==> src/design/lpd_pkg.sv <==
// Shared constants and types for the length-prefixed packet deframer.
`default_nettype none

package lpd_pkg;

    // Parser phases.
    localparam logic [2:0] PH_HEADER = 3'd0;
    localparam logic [2:0] PH_LENGTH = 3'd1;
    localparam logic [2:0] PH_META   = 3'd2;
    localparam logic [2:0] PH_BIN    = 3'd3;
    localparam logic [2:0] PH_DROP   = 3'd4;

    // Content byte kinds.
    localparam logic [1:0] KIND_NONE = 2'd0;
    localparam logic [1:0] KIND_META = 2'd1;
    localparam logic [1:0] KIND_BIN  = 2'd2;

    // Packet status codes.
    localparam logic [1:0] ST_OK        = 2'd0;
    localparam logic [1:0] ST_SHORT     = 2'd1;
    localparam logic [1:0] ST_STR_LONG  = 2'd2;

    // Header byte boundaries: each field ends before the given position.
    localparam logic [4:0] TYPE_END   = 5'd2;
    localparam logic [4:0] PROPS_END  = 5'd6;
    localparam logic [4:0] TARGET_END = 5'd10;
    localparam logic [4:0] GROUP_END  = 5'd14;
    localparam logic [4:0] HEADER_LEN = 5'd18;

    // Position of the final byte of the string length word.
    localparam logic [4:0] LEN_WORD_LAST = 5'd3;
    localparam logic [31:0] LEN_WORD_BYTES = 32'd4;

    localparam int LPD_QUEUE_DEPTH = 2;

    localparam logic [31:0] GROUP_END_MASK_RESET = 32'd1;

    // One result on its way from the parser to the output stage.
    typedef struct packed {
        logic [1:0]  kind;
        logic [7:0]  data;
        logic [15:0] type_code;
        logic [31:0] props;
        logic [31:0] target;
        logic [31:0] group;
        logic [1:0]  status;
        logic        last;
    } lpd_entry_t;

endpackage

`default_nettype wire

==> src/design/lpd_front.sv <==
// Byte parser: tracks header, length word and payload, and builds result entries.
`default_nettype none

module lpd_front
    import lpd_pkg::*;
(
    input  wire logic       aclk,
    input  wire logic       aresetn,
    input  wire logic       s_valid,
    input  wire logic [7:0] s_data_byte,
    output logic            s_ready,
    input  wire logic       push_ready,
    output logic            push_valid,
    output lpd_entry_t      push_entry
);

    logic [2:0]  phase_reg, phase_next;
    logic [4:0]  pos_reg, pos_next;
    logic [15:0] type_reg, type_next;
    logic [31:0] props_reg, props_next;
    logic [31:0] target_reg, target_next;
    logic [31:0] group_reg, group_next;
    logic [31:0] plen_reg, plen_next;
    logic [31:0] slen_reg, slen_next;
    logic [31:0] left_reg, left_next;
    logic [1:0]  err_reg, err_next;

    logic        accept;
    logic [4:0]  pos_eff;
    logic [31:0] plen_shifted;
    logic [31:0] slen_shifted;
    logic [31:0] left_after_word;
    logic        emit;
    logic        emit_last;
    logic [1:0]  emit_kind;

    assign s_ready = push_ready;
    assign accept  = s_valid && push_ready;

    assign pos_eff         = (pos_reg >= HEADER_LEN) ? 5'd0 : pos_reg;
    assign plen_shifted    = {plen_reg[23:0], s_data_byte};
    assign slen_shifted    = {slen_reg[23:0], s_data_byte};
    assign left_after_word = plen_reg - LEN_WORD_BYTES;

    always_comb begin
        phase_next  = phase_reg;
        pos_next    = pos_reg;
        type_next   = type_reg;
        props_next  = props_reg;
        target_next = target_reg;
        group_next  = group_reg;
        plen_next   = plen_reg;
        slen_next   = slen_reg;
        left_next   = left_reg;
        err_next    = err_reg;
        emit        = 1'b0;
        emit_last   = 1'b0;
        emit_kind   = KIND_NONE;

        if (accept) begin
            unique case (phase_reg)
                PH_LENGTH: begin
                    slen_next = slen_shifted;
                    if (pos_reg == LEN_WORD_LAST) begin
                        pos_next  = 5'd0;
                        left_next = left_after_word;
                        if (slen_shifted > left_after_word) begin
                            err_next   = ST_STR_LONG;
                            phase_next = PH_DROP;
                        end else begin
                            phase_next = (slen_shifted != 32'd0) ? PH_META : PH_BIN;
                        end
                        if (left_after_word == 32'd0) begin
                            emit      = 1'b1;
                            emit_last = 1'b1;
                        end
                    end else begin
                        pos_next = pos_reg + 5'd1;
                    end
                end
                PH_META, PH_BIN: begin
                    emit      = 1'b1;
                    emit_kind = (phase_reg == PH_META) ? KIND_META : KIND_BIN;
                    emit_last = (left_reg == 32'd1);
                    left_next = left_reg - 32'd1;
                    if (phase_reg == PH_META) begin
                        slen_next = slen_reg - 32'd1;
                        if (slen_reg == 32'd1) begin
                            phase_next = PH_BIN;
                        end
                    end
                end
                PH_DROP: begin
                    left_next = left_reg - 32'd1;
                    if (left_reg == 32'd1) begin
                        emit      = 1'b1;
                        emit_last = 1'b1;
                    end
                end
                default: begin
                    // Header bytes; unused phase codes are handled as header too.
                    phase_next = PH_HEADER;
                    if (pos_eff < TYPE_END) begin
                        type_next = {type_reg[7:0], s_data_byte};
                    end else if (pos_eff < PROPS_END) begin
                        props_next = {props_reg[23:0], s_data_byte};
                    end else if (pos_eff < TARGET_END) begin
                        target_next = {target_reg[23:0], s_data_byte};
                    end else if (pos_eff < GROUP_END) begin
                        group_next = {group_reg[23:0], s_data_byte};
                    end else begin
                        plen_next = plen_shifted;
                    end
                    if (pos_eff == HEADER_LEN - 5'd1) begin
                        pos_next  = 5'd0;
                        err_next  = ST_OK;
                        slen_next = 32'd0;
                        if (plen_shifted < LEN_WORD_BYTES) begin
                            err_next  = ST_SHORT;
                            left_next = plen_shifted;
                            if (plen_shifted == 32'd0) begin
                                emit      = 1'b1;
                                emit_last = 1'b1;
                            end else begin
                                phase_next = PH_DROP;
                            end
                        end else begin
                            phase_next = PH_LENGTH;
                        end
                    end else begin
                        pos_next = pos_eff + 5'd1;
                    end
                end
            endcase

            // The final byte of a packet always returns the parser to the header.
            if (emit_last) begin
                phase_next = PH_HEADER;
                pos_next   = 5'd0;
            end
        end
    end

    always_comb begin
        push_valid           = emit;
        push_entry.kind      = emit_kind;
        push_entry.data      = (emit_kind != KIND_NONE) ? s_data_byte : 8'd0;
        push_entry.type_code = type_next;
        push_entry.props     = props_next;
        push_entry.target    = target_next;
        push_entry.group     = group_next;
        push_entry.status    = emit_last ? err_next : ST_OK;
        push_entry.last      = emit_last;
    end

    always_ff @(posedge aclk) begin
        if (!aresetn) begin
            phase_reg <= PH_HEADER;
            pos_reg   <= 5'd0;
        end else begin
            phase_reg <= phase_next;
            pos_reg   <= pos_next;
        end
        type_reg   <= type_next;
        props_reg  <= props_next;
        target_reg <= target_next;
        group_reg  <= group_next;
        plen_reg   <= plen_next;
        slen_reg   <= slen_next;
        left_reg   <= left_next;
        err_reg    <= err_next;
    end

endmodule

`default_nettype wire

==> src/design/lpd_queue.sv <==
// Short first-in first-out queue of result entries between parser and output stage.
`default_nettype none

module lpd_queue
    import lpd_pkg::*;
#(
    parameter int DEPTH = LPD_QUEUE_DEPTH
) (
    input  wire logic       aclk,
    input  wire logic       aresetn,
    input  wire logic       in_valid,
    output logic            in_ready,
    input  wire lpd_entry_t in_entry,
    output logic            out_valid,
    input  wire logic       out_ready,
    output lpd_entry_t      out_entry
);

    localparam int PTR_W = $clog2(DEPTH);
    localparam int CNT_W = $clog2(DEPTH + 1);
    localparam logic [PTR_W-1:0] PTR_LAST = PTR_W'(DEPTH - 1);
    localparam logic [CNT_W-1:0] CNT_FULL = CNT_W'(DEPTH);

    lpd_entry_t       entries [DEPTH];
    logic [PTR_W-1:0] wr_ptr_reg, wr_ptr_next;
    logic [PTR_W-1:0] rd_ptr_reg, rd_ptr_next;
    logic [CNT_W-1:0] count_reg, count_next;
    logic             push;
    logic             pop;

    assign in_ready  = (count_reg != CNT_FULL);
    assign out_valid = (count_reg != '0);
    assign out_entry = entries[rd_ptr_reg];
    assign push      = in_valid && in_ready;
    assign pop       = out_valid && out_ready;

    always_comb begin
        wr_ptr_next = wr_ptr_reg;
        rd_ptr_next = rd_ptr_reg;
        count_next  = count_reg;
        if (push) begin
            wr_ptr_next = (wr_ptr_reg == PTR_LAST) ? '0 : wr_ptr_reg + 1'b1;
        end
        if (pop) begin
            rd_ptr_next = (rd_ptr_reg == PTR_LAST) ? '0 : rd_ptr_reg + 1'b1;
        end
        if (push && !pop) begin
            count_next = count_reg + 1'b1;
        end else if (pop && !push) begin
            count_next = count_reg - 1'b1;
        end
    end

    always_ff @(posedge aclk) begin
        if (!aresetn) begin
            wr_ptr_reg <= '0;
            rd_ptr_reg <= '0;
            count_reg  <= '0;
        end else begin
            wr_ptr_reg <= wr_ptr_next;
            rd_ptr_reg <= rd_ptr_next;
            count_reg  <= count_next;
        end
        if (push) begin
            entries[wr_ptr_reg] <= in_entry;
        end
    end

endmodule

`default_nettype wire

==> src/design/lpd_back.sv <==
// Output stage: holds the group end mask, forms the end-of-group flag, drives the result port.
`default_nettype none

module lpd_back
    import lpd_pkg::*;
(
    input  wire logic        aclk,
    input  wire logic        aresetn,
    input  wire logic        cfg_we,
    input  wire logic [31:0] cfg_wdata,
    input  wire logic        pop_valid,
    output logic             pop_ready,
    input  wire lpd_entry_t  pop_entry,
    output logic             m_valid,
    input  wire logic        m_ready,
    output logic [1:0]       m_byte_kind,
    output logic [7:0]       m_content_byte,
    output logic [15:0]      m_type_code,
    output logic [31:0]      m_target,
    output logic [31:0]      m_group,
    output logic             m_end_of_group,
    output logic [1:0]       m_status,
    output logic             m_last_of_packet
);

    logic [31:0] mask_reg;
    logic        valid_reg, valid_next;
    logic [1:0]  kind_reg;
    logic [7:0]  data_reg;
    logic [15:0] type_reg;
    logic [31:0] target_reg;
    logic [31:0] group_reg;
    logic        eog_reg, eog_next;
    logic [1:0]  status_reg;
    logic        last_reg;
    logic        load;

    assign pop_ready  = !valid_reg || m_ready;
    assign load       = pop_valid && pop_ready;
    assign valid_next = load || (valid_reg && !m_ready);
    assign eog_next   = pop_entry.last && ((pop_entry.props & mask_reg) != 32'd0);

    always_ff @(posedge aclk) begin
        if (!aresetn) begin
            mask_reg  <= GROUP_END_MASK_RESET;
            valid_reg <= 1'b0;
        end else begin
            if (cfg_we) begin
                mask_reg <= cfg_wdata;
            end
            valid_reg <= valid_next;
        end
        if (load) begin
            kind_reg   <= pop_entry.kind;
            data_reg   <= pop_entry.data;
            type_reg   <= pop_entry.type_code;
            target_reg <= pop_entry.target;
            group_reg  <= pop_entry.group;
            eog_reg    <= eog_next;
            status_reg <= pop_entry.status;
            last_reg   <= pop_entry.last;
        end
    end

    assign m_valid          = valid_reg;
    assign m_byte_kind      = kind_reg;
    assign m_content_byte   = data_reg;
    assign m_type_code      = type_reg;
    assign m_target         = target_reg;
    assign m_group          = group_reg;
    assign m_end_of_group   = eog_reg;
    assign m_status         = status_reg;
    assign m_last_of_packet = last_reg;

endmodule

`default_nettype wire

==> src/design/length_prefixed_packet_deframer.sv <==
// Top level of the length-prefixed packet deframer: parser, entry queue and output stage.
// Throughput: one byte per cycle; s_ready drops only while the entry queue is full.
// Path: a byte that yields a result is written into the entry queue when it is accepted,
// then moves on into the output register that drives the m_ port once that register is free.
// Reset (aresetn low, synchronous): parser to the header phase, queue and output empty,
// group end mask set to 1.
`default_nettype none

module length_prefixed_packet_deframer
    import lpd_pkg::*;
#(
    parameter int QUEUE_DEPTH = LPD_QUEUE_DEPTH
) (
    input  wire logic        aclk,
    input  wire logic        aresetn,
    input  wire logic        cfg_we,
    input  wire logic [31:0] cfg_wdata,
    input  wire logic        s_valid,
    output logic             s_ready,
    input  wire logic [7:0]  s_data_byte,
    output logic             m_valid,
    input  wire logic        m_ready,
    output logic [1:0]       m_byte_kind,
    output logic [7:0]       m_content_byte,
    output logic [15:0]      m_type_code,
    output logic [31:0]      m_target,
    output logic [31:0]      m_group,
    output logic             m_end_of_group,
    output logic [1:0]       m_status,
    output logic             m_last_of_packet
);

    logic       push_valid;
    logic       push_ready;
    lpd_entry_t push_entry;
    logic       pop_valid;
    logic       pop_ready;
    lpd_entry_t pop_entry;

    lpd_front u_front (
        .aclk        (aclk),
        .aresetn     (aresetn),
        .s_valid     (s_valid),
        .s_data_byte (s_data_byte),
        .s_ready     (s_ready),
        .push_ready  (push_ready),
        .push_valid  (push_valid),
        .push_entry  (push_entry)
    );

    lpd_queue #(
        .DEPTH (QUEUE_DEPTH)
    ) u_queue (
        .aclk      (aclk),
        .aresetn   (aresetn),
        .in_valid  (push_valid),
        .in_ready  (push_ready),
        .in_entry  (push_entry),
        .out_valid (pop_valid),
        .out_ready (pop_ready),
        .out_entry (pop_entry)
    );

    lpd_back u_back (
        .aclk             (aclk),
        .aresetn          (aresetn),
        .cfg_we           (cfg_we),
        .cfg_wdata        (cfg_wdata),
        .pop_valid        (pop_valid),
        .pop_ready        (pop_ready),
        .pop_entry        (pop_entry),
        .m_valid          (m_valid),
        .m_ready          (m_ready),
        .m_byte_kind      (m_byte_kind),
        .m_content_byte   (m_content_byte),
        .m_type_code      (m_type_code),
        .m_target         (m_target),
        .m_group          (m_group),
        .m_end_of_group   (m_end_of_group),
        .m_status         (m_status),
        .m_last_of_packet (m_last_of_packet)
    );

endmodule

`default_nettype wire
==> config.mk <==
export PLATFORM = sky130hd
export DESIGN_NAME = length_prefixed_packet_deframer
export DESIGN_NICKNAME = d
export VERILOG_FILES = /design/src/design/lpd_pkg.sv /design/src/design/lpd_front.sv /design/src/design/lpd_queue.sv /design/src/design/lpd_back.sv /design/src/design/length_prefixed_packet_deframer.sv
export SDC_FILE = /design/constraint.sdc
export NUM_CORES = 1
export LEC_CHECK = 0
export BUFFER_PORTS_ARGS = -buffer_cell sky130_fd_sc_hd__buf_2
export CAP_MARGIN = 10
export CORE_ASPECT_RATIO = 1.4
export CORE_MARGIN = 4
export CORE_UTILIZATION = 30
export CTS_CLUSTER_DIAMETER = 40
export DETAILED_ROUTE_END_ITERATION = 10
export GPL_TIMING_DRIVEN = 0
export SETUP_SLACK_MARGIN = 0.5
export SLEW_MARGIN = 0
export SYNTH_ARGS = -nofsm -noshare
export SYNTH_HDL_FRONTEND = slang
export SYNTH_SLANG_ARGS = --single-unit
==> constraint.sdc <==
create_clock -name aclk -period 7.3 [get_ports aclk]
set_input_delay 1.46 -clock aclk [delete_from_list [all_inputs] [get_ports aclk]]
set_output_delay 1.46 -clock aclk [all_outputs]
set_load 0.01 [all_outputs]
**After elaboration in Yosys (flattened, before gate mapping)**

Memory sizes are Yosys's and may differ from the RTL's. A register that Yosys moved wholly into a read port is not among the register bits.
Index checks and enable logic that the tools add are counted.

- Bits in registers: 349
- Memory bits (writable): 250
- Word-level logic and storage cells: 164
- Memories kept: 1

- Add/sub/neg operators: 9
- Order comparisons: 7
- Eq/ne operators: 16
- Muxes and demuxes: 70
- Bitwise operators: 7
- Reductions and logical operators: 31

Memories:

| name | words | width | rd ports | clocked after Yosys merged registers in | write ports | RTL line | text |
|---|---|---|---|---|---|---|---|
| u_queue.entries | 2 | 125 | 1 | 1 | 1 | lpd_queue.sv:24 | `lpd_entry_t entries [DEPTH];` |

Operators by type and width:

| operator | number |
|---|---|
| $mux 32 | 20 |
| $pmux 32 s3 | 1 |
| $eq 32x1->1 const B | 2 |
| $logic_not 32->1 | 2 |
| $pmux 32 s2 | 1 |
| $reduce_bool 32->1 | 2 |
| $sub 32x1->32 const B | 2 |
| $mux 16 | 3 |
| $and 32x32->32 | 1 |
| $gt 32x32->1 | 1 |
| $lt 32x3->1 const B | 1 |
| $sub 32x3->32 const B | 1 |
| $mux 3 | 8 |
| $mux 2 | 10 |
| $mux 5 | 4 |
| $mux 1 | 17 |
| $add 5x1->5 const B | 2 |
| $lt 5x4->1 const B | 2 |
| $pmux 5 s2 | 1 |
| $ne 3x1->1 const B | 3 |
| $pmux 3 s3 | 1 |
| $reduce_bool 3->1 | 3 |
| $mux 8 | 1 |
| $ne 2x1->1 const B | 4 |
| other kinds (26) | 47 |

**Depth between registers and ports, before layout**

Gate-level depths: netlist (run 1).

- Depth after elaboration: 11
- Mapped depth: 18
- Depth with buffers taken out: 17

**Hierarchy**

A second synthesis (run 1) with hierarchy kept.

- Cell total of the unflattened synthesis: 1724
- Area, all modules: 25215.4 um^2

By module, submodules not included:

| module | instances | cells each | area an instance (um^2) | seq. area each (um^2) |
|---|---|---|---|---|
| lpd_front | 1 | 1088 | 11531.1 | 5325.1 |
| lpd_queue | 1 | 413 | 9459.1 | 7607.3 |
| lpd_back | 1 | 223 | 4225.3 | 3483.3 |

**Least setup slack after synthesis (run 1)**

No wires, ideal clock.

- Path kind: input-to-reg
- Start point: in m_ready
- End point: reg u_queue.count_reg[1]
- Arrival: 6631 ps
- Required time: 7224 ps
- Path slack: 593 ps
- Stages on the path: 6
- Path buffers: 0
- Cell sequence: nor2b_1 > nor2_1 > inv_1 > ha_1 > or3_1 > a21boi_0

- Cells in the longest elaborated chain, start to end: 5
- Elaborated cells on any way between the ends: 7
- Classes of those cells: mux: 1; reduce/logical: 6

Ends and longest elaborated chain:

| item | RTL line | text |
|---|---|---|
| start: declaration | length_prefixed_packet_deframer.sv:22 | `input wire logic m_ready,` |
| $logic_or 1x1->1 * | lpd_back.sv:38 | `assign pop_ready = !valid_reg \|\| m_ready;` |
| $logic_and 1x1->1 * | -- |  |
| net u_back.load | lpd_back.sv:36 | `logic load;` |
| $logic_not 1->1 | lpd_queue.sv:47 | `if (push && !pop) begin` |
| $logic_and 1x1->1 | lpd_queue.sv:47 |  |
| $mux 2 / $reduce_bool 2->1 (equally long branches) | -- |  |
| end signal: assignment | lpd_queue.sv:62 | `count_reg <= count_next;` |
| end: declaration | lpd_queue.sv:27 | `logic [CNT_W-1:0] count_reg, count_next;` |

The timed path passes the listed nets; every way through them passes the cells marked *.
A chain may end at the register's enable or synchronous reset.

**Final worst setup path (run 1)**

- Start point: reg u_front.plen_reg[2]
- End point: mem u_queue.entries[0][30] (netlist bit) (enable)

- Cells in the longest elaborated chain, start to end: 9
- Elaborated cells on any way between the ends: 14
- Classes of those cells: add/sub: 1; order compare: 1; mux: 9; reduce/logical: 3

Ends and longest elaborated chain:

| item | RTL line | text |
|---|---|---|
| start: declaration | lpd_front.sv:23 | `logic [31:0] plen_reg, plen_next;` |
| start signal: assignment | lpd_front.sv:168 | `plen_reg <= plen_next;` |
| $sub 32x3->32 / $logic_not 32->1 (equally long branches) | lpd_front.sv:43, lpd_front.sv:121 |  |
| $logic_not 32->1 / $mux 1 (equally long branches) | lpd_front.sv:73, lpd_front.sv:121 |  |
| $mux 1, on equally long branches | lpd_front.sv:73, lpd_front.sv:118 |  |
| $mux 1, on equally long branches | lpd_front.sv:64, lpd_front.sv:114 |  |
| $pmux 1 s3 * | lpd_front.sv:61 | `unique case (phase_reg)` |
| $mux 1 * | lpd_front.sv:60 | `if (accept) begin` |
| $logic_and 1x1->1 * | lpd_queue.sv:34 | `assign push = in_valid && in_ready;` |
| net u_queue.push | lpd_queue.sv:28 | `logic push;` |
| $mux 1 * | lpd_queue.sv:64 | `if (push) begin` |
| $mux 1 (not written as such) * | lpd_queue.sv:65 | `entries[wr_ptr_reg] <= in_entry;` |
| end: declaration | lpd_queue.sv:24 |  |

Marks and branches as above.

==> flow_metrics.env, run 1 <==
export IMPL_clock_skew_final_ns=0.0395
export IMPL_dpl_hpwl_mm=44.8
export IMPL_io_pin_count=141
export IMPL_dr_total_vias=15659
export IMPL_largest_register="u_queue.entries"
export IMPL_hold_path_end="u_front.plen_reg[14]"
export IMPL_p_sw_mw=2.38
export IMPL_layout_nets=2105
export IMPL_viasPerCell=4.95
export IMPL_grt_total_usage_pct=14.1
export IMPL_post_route_min_period_ns=5.28
export IMPL_r2r_start="u_front.plen_reg[2]"
export IMPL_placed_area_sq_um=27500
export IMPL_hold_viol_final=0
export IMPL_hold_ws_ns=0.443
export IMPL_clk_pin_slew_ns=0.06
export IMPL_drt_total_wl_mm=63.8
export IMPL_p_int_mw=7.00
export IMPL_slowest_delay_ns=0.71
export IMPL_htree_levels=3
export IMPL_clock_path_buffers=3
export IMPL_drt_iter0_markers=1073
export IMPL_grt_pass1_wl_mm=96.0
export IMPL_crit_path_end_kind="register"
export IMPL_max_vdd_ir_drop_mv=0.164
export IMPL_synth_avg_cell_area_sq_um=14.0
export IMPL_ys_ff_latch=600
export IMPL_cp_num_buf_inv=3
export IMPL_slowest_stage="and2b_4"
export IMPL_syn_inst=1794
export IMPL_leakage_nw=10.5
export IMPL_synth_cell_types=82
export IMPL_hold_start="u_front.plen_reg[6]"
export IMPL_yosys_top_cells_count="edfxtp_1 (440), mux2_2 (236), dfxtp_1 (160)"
export IMPL_combPwrFrac_pct=13.8
export IMPL_crit_fanout=45
export IMPL_required_ns=7.59
export IMPL_area_growth_pct=19.7
export IMPL_grt_max_degree=59
export IMPL_r2r_worst_path_cells=12
export IMPL_crit_family="simple AND/OR/NAND/NOR gates"
export IMPL_start_kind="register"
export IMPL_worst_pin_slew_ns=1.18
export IMPL_cap_violations=0
export IMPL_status="finished, final reports clean"
export IMPL_first_pass_iters=5
export IMPL_place_inst=3020
export IMPL_cts_resized_gates=0
export IMPL_io_buffers=138
export IMPL_power_density_nw_per_um2=311
export IMPL_yosys_area_top_type_share_pct=52.5
export IMPL_final_area_sq_um=30100
export IMPL_hold_path_depth=0
export IMPL_die_height_um=351
export IMPL_gp_congestion=0.909
export IMPL_dieArea_sq_um=88700
export IMPL_finalSetupTns_ns=0
export IMPL_core_sq_um=83000
export IMPL_r2r_slack_ns=2.02
export IMPL_fp_row_count=125
export IMPL_crit_arrival_ns=5.57
export IMPL_final_cells=3166
export IMPL_cts_made_buffers=79
export IMPL_synth_ff_type="edfxtp_1"
export IMPL_overflow=0
export IMPL_grt_pass1_vias=16068
export IMPL_synthesis_area_sq_um=25200
export IMPL_synth_most_common_cell="edfxtp_1"
export IMPL_hp_class="reg -> reg"
export IMPL_cts_tree="yes"
export IMPL_clock_sinks=600
export IMPL_path_class="reg -> reg"
export IMPL_sw_frac_of_total_pct=25.4
export IMPL_seqPwrFrac_pct=45.2
export IMPL_initial_utilization_pct=30.3
export IMPL_ys_warn_count=0
export IMPL_worstPathCellList="inv_1 -> ha_1 -> nor2b_1 -> nand4_2 -> nor2_1 -> xor2_1 -> nor4_1 -> nand4_2 -> a21oi_2 -> and2b_4 -> buf_16 -> buf_16"
export IMPL_clock_root_buffer="clkbuf_16"
export IMPL_ant_nets=0
export IMPL_drc=0
export IMPL_drive_above_1_share_pct=27.0
export IMPL_ys_seq_area_share_pct=65.2
export IMPL_rsz0062_at_grt="false"
export IMPL_antenna_found_initial=5
export IMPL_fp_dieW_um=253
export IMPL_synth_area_leaders="edfxtp_1 (52%), dfxtp_1 (13%), mux2_2 (11%)"
export IMPL_drv_slew=0
export IMPL_fillers=7905
export IMPL_largest_reg_flops=250
export IMPL_setup_viol=0
export IMPL_synth_edff_count=440
export IMPL_synth_fp_nets=1876
export IMPL_synth_largest_area_cell="edfxtp_1"
export IMPL_postCtsSetupBuffers=0
export IMPL_ys_async_sr_fraction_pct=0
export IMPL_p_clk_share_pct=41.0
export IMPL_worstReg2RegEnd="u_queue.entries[0][30]"
export IMPL_max_slew_margin_rel_pct=21.2
export IMPL_fmax_ghz=0.189
export IMPL_period_share_pct=72.3
export IMPL_wire_per_inst_um=20.2
export IMPL_holdBufCountCts=0
export IMPL_clk_latency_ns=0.62
## how the worst max path moves through the flow
stage	from	to	slack, ns	depth (start not counted)
2_1_floorplan	m_ready	u_queue.count_reg[1]	0.59	6
3_3_place_gp	u_front.pos_reg[0]	u_queue.entries[1][30]	-1.92	9
3_5_place_dp	s_data_byte[3]	u_queue.entries[0][22]	1.91	11
4_1_cts	u_front.plen_reg[2]	u_queue.entries[0][13]	2.06	12
5_1_grt	u_front.plen_reg[2]	u_queue.entries[0][13]	1.75	12
6_report	u_front.plen_reg[2]	u_queue.entries[0][30]	2.02	12
## cells by family after synthesis
| group | synth area share, % |
|---|---|
| flip-flops | 65.2 |
| AO/OA/AOI/OAI | 6.15 |
| XOR/XNOR | 3.47 |
| adder cells (fa/ha/maj) | 1.84 |
| AND/OR/NAND/NOR | 9.73 |
| multiplexers | 12.0 |
| buffers and inverters | 1.63 |
## layout make-up
class,count,area [sq um],share of cell area (%)
flip-flops and latches,600,16400,54.4
multi-input cells,1091,8400,27.8
clock buffers,90,2070,6.87
well taps,1079,1350,4.48
repair buffers,148,921,3.05
clock inverters,54,583,1.93
plain buffers,85,343,1.14
inverters,18,67.6,0.224
diodes,1,2.50,0.00830
## layer usage
layer	global-route usage (%)	wire length, um
met5	0	28
met4	6.16	2370
met3	2.25	3020
met2	24.9	32300
met1	17.0	26100
## stage by stage
step                      util, %  total power [mW]  setup slack [ns]
after floorplan                 -              5.12             0.593
after global placement       32.8              5.62             -1.92
after detailed placement     33.1              5.64              1.91
after CTS                    36.3              9.53              2.06
after global routing         36.3              9.78              1.75
final                        36.3              9.39              2.02
## cell usage in the layout (no fill, tap or decap), types with 10 or more instances in the layout
| cell | n |
|---|---|
| mux2i_1 | 36 |
| and2_1 | 17 |
| nand3_1 | 26 |
| inv_6 | 15 |
| nand2b_1 | 14 |
| o21ai_0 | 84 |
| o221ai_1 | 16 |
| nor3_1 | 35 |
| xnor2_1 | 50 |
| nand4_1 | 12 |
| nor2b_1 | 43 |
| nor4_1 | 28 |
| clkbuf_1 | 76 |
| buf_1 | 10 |
| nor2_1 | 70 |
| clkinv_2 | 10 |
| ha_1 | 37 |
| mux2_2 | 236 |
| buf_2 | 143 |
| or3_1 | 11 |
| xor2_1 | 42 |
| clkbuf_16 | 81 |
| nand2_1 | 133 |
| dfxtp_1 | 160 |
| inv_1 | 18 |
| a22oi_1 | 17 |
| a21oi_1 | 30 |
| edfxtp_1 | 440 |
## power by group through the flow
stage                     clock [mW]  combinational [mW]  sequential, mW
after detailed placement           0                1.32            4.32
after CTS                       3.94                1.33            4.25
after global routing            4.09                1.41            4.28
after global placement             0                1.25            4.37
final                           3.85                1.30            4.24
after floorplan                    0               0.694            4.42
Power figures use the tool's default switching activity.
==> run 2, diff against run 1 <==
- clock period: 7.3 -> 5.4 ns (I/O delays scaled with it)
==> flow_metrics.env, run 2 (synthesis results as in run 1) <==
export IMPL_cap_violations=0
export IMPL_ant_nets=0
export IMPL_clock_sinks=600
export IMPL_crit_path_end_kind="register"
export IMPL_path_common_cell="nand2_1"
export IMPL_grt_max_degree=54
export IMPL_drt_total_wl_mm=65.9
export IMPL_p_int_mw=9.43
export IMPL_route_met2_wl_mm=33.5
export IMPL_r2r_slack_ns=0.71
export IMPL_hold_start="u_front.plen_reg[19]"
export IMPL_wl_met1_mm=26.0
export IMPL_antenna_found_initial=4
export IMPL_clock_root_buffer="clkbuf_16"
export IMPL_largest_register="u_queue.entries"
export IMPL_r2r_worst_path_cells=16
export IMPL_required_ns=5.75
export IMPL_top_layer="met5"
export IMPL_fin_ws_ns=0.706
export IMPL_hp_class="reg -> reg"
export IMPL_r2r_start="u_front.plen_reg[18]"
export IMPL_start_kind="register"
export IMPL_hold_viol_final=0
export IMPL_rsz0062_at_grt="false"
export IMPL_wl_met3_mm=3.66
export IMPL_io_pin_count=141
export IMPL_clock_path_buffers=3
export IMPL_power_mw=12.7
export IMPL_p_sw_mw=3.28
export IMPL_overflow=0
export IMPL_drt_iter0_markers=1201
export IMPL_crit_arrival_ns=5.05
export IMPL_layout_commonest_cell="edfxtp_1"
export IMPL_sw_frac_of_total_pct=25.8
export IMPL_fp_dieW_um=253
export IMPL_slowest_delay_ns=0.53
export IMPL_initial_utilization_pct=30.3
export IMPL_clock_skew_final_ns=0.0430
export IMPL_wire_per_inst_um=20.7
export IMPL_max_slew_margin_rel_pct=33.7
export IMPL_path_class="reg -> reg"
export IMPL_final_cells=3179
export IMPL_worst_pin_slew_ns=0.995
export IMPL_hold_path_end="u_front.plen_reg[27]"
export IMPL_setup_viol=0
export IMPL_htree_levels=3
export IMPL_num_antenna_cells=0
export IMPL_drv_slew=0
export IMPL_core_sq_um=83000
export IMPL_power_density_nw_per_um2=419
export IMPL_die_height_um=351
export IMPL_grt_pass1_wl_mm=98.5
export IMPL_period_share_pct=86.9
export IMPL_clk_pin_slew_ns=0.05
export IMPL_cts_tree="yes"
export IMPL_first_pass_iters=6
export IMPL_place_inst=3024
export IMPL_crit_fanout=10
export IMPL_grt_pass1_vias=16057
export IMPL_max_vdd_ir_drop_mv=0.231
export IMPL_clk_latency_ns=0.63
export IMPL_cts_made_buffers=78
export IMPL_dr_total_vias=15740
export IMPL_slowest_stage="or4_4"
export IMPL_gp_congestion=0.915
export IMPL_layout_nets=2117
export IMPL_pre_cts_ws_ns=0.215
export IMPL_finalSetupTns_ns=0
export IMPL_fp_row_count=125
export IMPL_grt_total_usage_pct=14.5
export IMPL_area_growth_pct=20.5
export IMPL_io_buffers=138
export IMPL_dieArea_sq_um=88700
export IMPL_status="finished, final reports clean"
export IMPL_viasPerCell=4.95
export IMPL_drc=0
export IMPL_combPwrFrac_pct=14.1
export IMPL_holdBufCountCts=0
export IMPL_final_cell_mix="edfxtp_1 (440), mux2_2 (236), dfxtp_1 (160)"
export IMPL_worstReg2RegEnd="u_queue.entries[1][2]"
export IMPL_worstPathCellList="buf_2 -> nor3_1 -> nand2_1 -> clkbuf_1 -> nor4_1 -> xnor2_1 -> ha_1 -> nand3_1 -> nor2_1 -> o221ai_1 -> nand2_1 -> o211ai_1 -> or4_4 -> o21ai_4 -> o21ai_1 -> and2_1"
export IMPL_p_clk_share_pct=40.8
export IMPL_finish_utilization_pct=36.5
export IMPL_fmax_ghz=0.213
export IMPL_hold_path_depth=0
export IMPL_dpl_hpwl_mm=46.0
export IMPL_seqPwrFrac_pct=45.1
export IMPL_largest_reg_flops=250
export IMPL_leakage_nw=10.6
export IMPL_post_route_min_period_ns=4.69
export IMPL_drive_above_1_share_pct=27.7
## run 2: routing by layer
layer	up-vias	global-route usage [%]
li1	7268	-
met1	7775	17.0
met2	551	25.9
met3	144	2.83
met4	2	6.32
met5	-	0
## run 2: layout make-up
class / instances / area [sq um]
fill: 7860 / 52700
sequential: 600 / 16400
multi-input combinational: 1093 / 8480
clock buffer: 86 / 2000
tap: 1079 / 1350
timing repair buffer: 159 / 1020
clock inverter: 59 / 668
buffer: 85 / 343
inverter: 18 / 67.6
## run 2: what timing repair did
item / CTS / global route
pin swaps: 2 / 4
endpoints found under the setup margin: 110 / 113
buffers inserted: 1 / 7
gates cloned: 2 / 0
resized for setup: 5 / 7
## run 2: worst max-delay path by stage
stage	startpoint	end	slack (ns)	depth (start not counted)
final	u_front.plen_reg[18]	u_queue.entries[1][2]	0.71	16
after global routing	u_front.plen_reg[2]	u_queue.entries[0][2]	0.48	18
after CTS	u_front.pos_reg[1]	u_queue.entries[0][2]	0.53	13
after detailed placement	u_front.plen_reg[3]	u_queue.entries[0][29]	0.22	12
after global placement	u_front.plen_reg[2]	u_queue.entries[1][28]	-1.29	10
after floorplan	m_ready	u_queue.count_reg[1]	0.70	6
## run 2: power groups by stage
stage	clock network, mW	registers, mW	logic (mW)
after global placement	0	5.88	1.69
after detailed placement	0	5.84	1.83
after CTS	5.31	5.75	1.84
after global routing	5.52	5.78	1.93
after floorplan	0	5.95	0.939
final	5.18	5.73	1.80
## run 2: worst max-delay path: cells and delay by family, from the launching register on
family	cells	cell delay (ns)
AND/OR/NAND/NOR	8	2.23
AO/OA/AOI/OAI	4	0.59
buffers and inverters	2	0.53
adder cells (fa/ha/maj)	1	0.39
flip-flops	1	0.37
XOR/XNOR	1	0.33
## run 2: through the flow
step | hold slack [ns] | instance area, sq um
2_1_floorplan | 0.421 | 25200
3_3_place_gp | 0.430 | 27200
3_5_place_dp | 0.432 | 27500
4_1_cts | 0.416 | 30300
5_1_grt | 0.435 | 30300
6_report | 0.427 | 30300
==> run 3, diff against run 2 <==
- ABC_AREA: not set -> 1
==> flow_metrics.env, run 3 <==
export IMPL_clock_skew_final_ns=0.0348
export IMPL_grt_pass1_vias=16961
export IMPL_overflow=0
export IMPL_initial_utilization_pct=30.2
export IMPL_cts_resized_gates=0
export IMPL_ys_seq_area_share_pct=65.6
export IMPL_holdBufCountCts=0
export IMPL_final_cells=3630
export IMPL_fmax_ghz=0.214
export IMPL_fillers=8223
export IMPL_required_ns=5.82
export IMPL_worst_pin_slew_ns=0.871
export IMPL_clk_latency_ns=0.61
export IMPL_setup_viol=0
export IMPL_cts_tree="yes"
export IMPL_io_pin_count=141
export IMPL_synthesis_area_sq_um=25000
export IMPL_synth_edff_count=440
export IMPL_hold_start="u_queue.rd_ptr_reg"
export IMPL_place_inst=3524
export IMPL_r2r_worst_path_cells=17
export IMPL_first_pass_iters=5
export IMPL_syn_inst=2292
export IMPL_grt_max_degree=54
export IMPL_layout_commonest_cell="nand2_1"
export IMPL_synth_fp_nets=2374
export IMPL_status="finished, final reports clean"
export IMPL_clk_pin_slew_ns=0.07
export IMPL_viasPerCell=4.71
export IMPL_grt_pass1_wl_mm=99.2
export IMPL_wire_per_inst_um=17.9
export IMPL_power_density_nw_per_um2=440
export IMPL_ys_warn_count=0
export IMPL_ys_ff_latch=600
export IMPL_drive_above_1_share_pct=16.7
export IMPL_dr_total_vias=17093
export IMPL_synth_avg_cell_area_sq_um=10.9
export IMPL_num_antenna_cells=0
export IMPL_worstReg2RegEnd="u_queue.entries[0][2]"
export IMPL_hold_path_depth=1
export IMPL_gp_congestion=0.882
export IMPL_layout_nets=2585
export IMPL_p_int_mw=9.06
export IMPL_finalSetupTns_ns=0
export IMPL_slowest_stage="nor3_1"
export IMPL_synth_cell_types=59
export IMPL_max_vdd_ir_drop_mv=0.292
export IMPL_sw_frac_of_total_pct=29.8
export IMPL_seqPwrFrac_pct=49.2
export IMPL_clock_root_buffer="clkbuf_16"
export IMPL_combPwrFrac_pct=19.7
export IMPL_dpl_hpwl_mm=47.5
export IMPL_dieArea_sq_um=88200
export IMPL_area_growth_pct=17.2
export IMPL_crit_path_end_kind="register"
export IMPL_drt_iter0_markers=1053
export IMPL_drv_slew=0
export IMPL_drc=0
export IMPL_hp_class="reg -> reg"
export IMPL_io_buffers=139
export IMPL_max_slew_margin_rel_pct=41.8
export IMPL_period_share_pct=86.6
export IMPL_start_kind="register"
export IMPL_p_sw_mw=3.84
export IMPL_synth_largest_area_cell="edfxtp_1"
export IMPL_die_height_um=350
export IMPL_drt_total_wl_mm=65.0
export IMPL_r2r_start="u_front.plen_reg[2]"
export IMPL_rsz0062_at_grt="false"
export IMPL_clock_sinks=600
export IMPL_p_clk_share_pct=31.1
export IMPL_fp_row_count=125
export IMPL_htree_levels=2
export IMPL_ys_async_sr_fraction_pct=0
export IMPL_clock_path_buffers=3
export IMPL_grt_total_usage_pct=14.3
export IMPL_hold_viol_final=0
export IMPL_cap_violations=0
export IMPL_post_route_min_period_ns=4.68
export IMPL_core_sq_um=82900
export IMPL_ant_nets=0
export IMPL_crit_fanout=8
export IMPL_leakage_nw=11.3
export IMPL_synth_most_common_cell="nand2_1"
export IMPL_slowest_delay_ns=0.69
export IMPL_worstPathCellList="inv_1 -> ha_1 -> nand2_4 -> nor2_8 -> xor2_1 -> inv_1 -> ha_1 -> nand2_1 -> nor3_1 -> o21ai_0 -> nand3_1 -> nand4_1 -> nand3_1 -> nand3_1 -> nand2_1 -> nand2_1 -> a21oi_1"
export IMPL_cts_made_buffers=56
export IMPL_yosys_top_cells_count="nand2_1 (527), edfxtp_1 (440), nor2_1 (239)"
export IMPL_largest_reg_flops=250
export IMPL_fp_dieW_um=252
export IMPL_hold_ws_ns=0.451
export IMPL_postCtsSetupBuffers=0
export IMPL_synth_area_leaders="edfxtp_1 (53%), dfxtp_1 (13%), nand2_1 (7.9%)"
export IMPL_synth_ff_type="edfxtp_1"
export IMPL_largest_register="u_queue.entries"
export IMPL_path_class="reg -> reg"
export IMPL_antenna_found_initial=0
export IMPL_crit_arrival_ns=5.10
export IMPL_final_cell_mix="nand2_1 (527), edfxtp_1 (440), nor2_1 (236)"
export IMPL_r2r_slack_ns=0.72
export IMPL_yosys_area_top_type_share_pct=52.8
==> run 3: cells by family after synthesis <==
family	count (synthesis)	synth area share, %
AOI/OAI and AO/OA	315	7.53
xor gates and xnor gates	26	0.940
adders and majority gates	37	1.85
buffers and inverters	262	4.04
DFF	600	65.6
muxes	60	2.70
and+or+nand+nor	992	17.4
==> run 3: power groups by stage <==
stage	Sequential, mW	Clock [mW]	Combinational [mW]
floorplan	6.58	0	1.31
detailed placement	6.46	0	2.58
CTS	6.37	4.10	2.59
global route	6.41	4.27	2.85
global placement	6.51	0	2.48
finish	6.35	4.01	2.54
==> run 3: layer usage <==
layer	vias to the layer above	part of all wire, %	GRT usage [%]
li1	8318	-	-
met1	8213	39	16.3
met2	445	53	27.2
met3	117	4.1	1.57
met4	0	3.9	5.69
met5	-	0	0
==> run 3: worst max path at each step <==
stage,startpoint,end,slack (ns),cells past startpoint
after floorplan,s_data_byte[5],u_queue.entries[1][0],-0.46,9
after global placement,u_front.plen_reg[2],u_queue.entries[1][22],-3.19,12
after detailed placement,u_front.plen_reg[2],u_queue.entries[0][2],0.65,17
after CTS,u_front.plen_reg[2],u_queue.entries[1][2],0.65,17
after global routing,u_front.plen_reg[2],u_queue.entries[0][2],0.50,17
final,u_front.plen_reg[2],u_queue.entries[0][2],0.72,17
==> run 3: layout make-up <==
| cell class | instances | area (sq um) | share of cell area, % |
|---|---|---|---|
| inverter | 193 | 728 | 2.48 |
| clock inverter | 31 | 350 | 1.19 |
| buffer | 69 | 285 | 0.973 |
| multi-input combinational | 1430 | 7650 | 26.1 |
| clock buffer | 75 | 1530 | 5.23 |
| sequential | 600 | 16400 | 56.0 |
| tap | 1079 | 1350 | 4.60 |
| timing repair buffer | 153 | 1010 | 3.44 |
==> run 3: critical path: cells and delay by family (launching register included) <==
family,cells,cell delay [ns]
DFF,1,0.58
AOI/OAI and AO/OA,2,0.73
buffers and inverters,2,0.32
xor gates and xnor gates,1,0.38
and+or+nand+nor,10,1.81
adders and majority gates,2,0.69
==> run 3: metrics by stage <==
step | util, % | power (mW) | worst slack [ns] | area [sq um]
floorplan | - | 7.89 | -0.464 | 25000
global placement | 32.7 | 8.99 | -3.19 | 27100
detailed placement | 33.1 | 9.04 | 0.654 | 27400
CTS | 35.4 | 13.1 | 0.649 | 29300
global route | 35.4 | 13.5 | 0.504 | 29300
finish | 35.4 | 12.9 | 0.722 | 29300
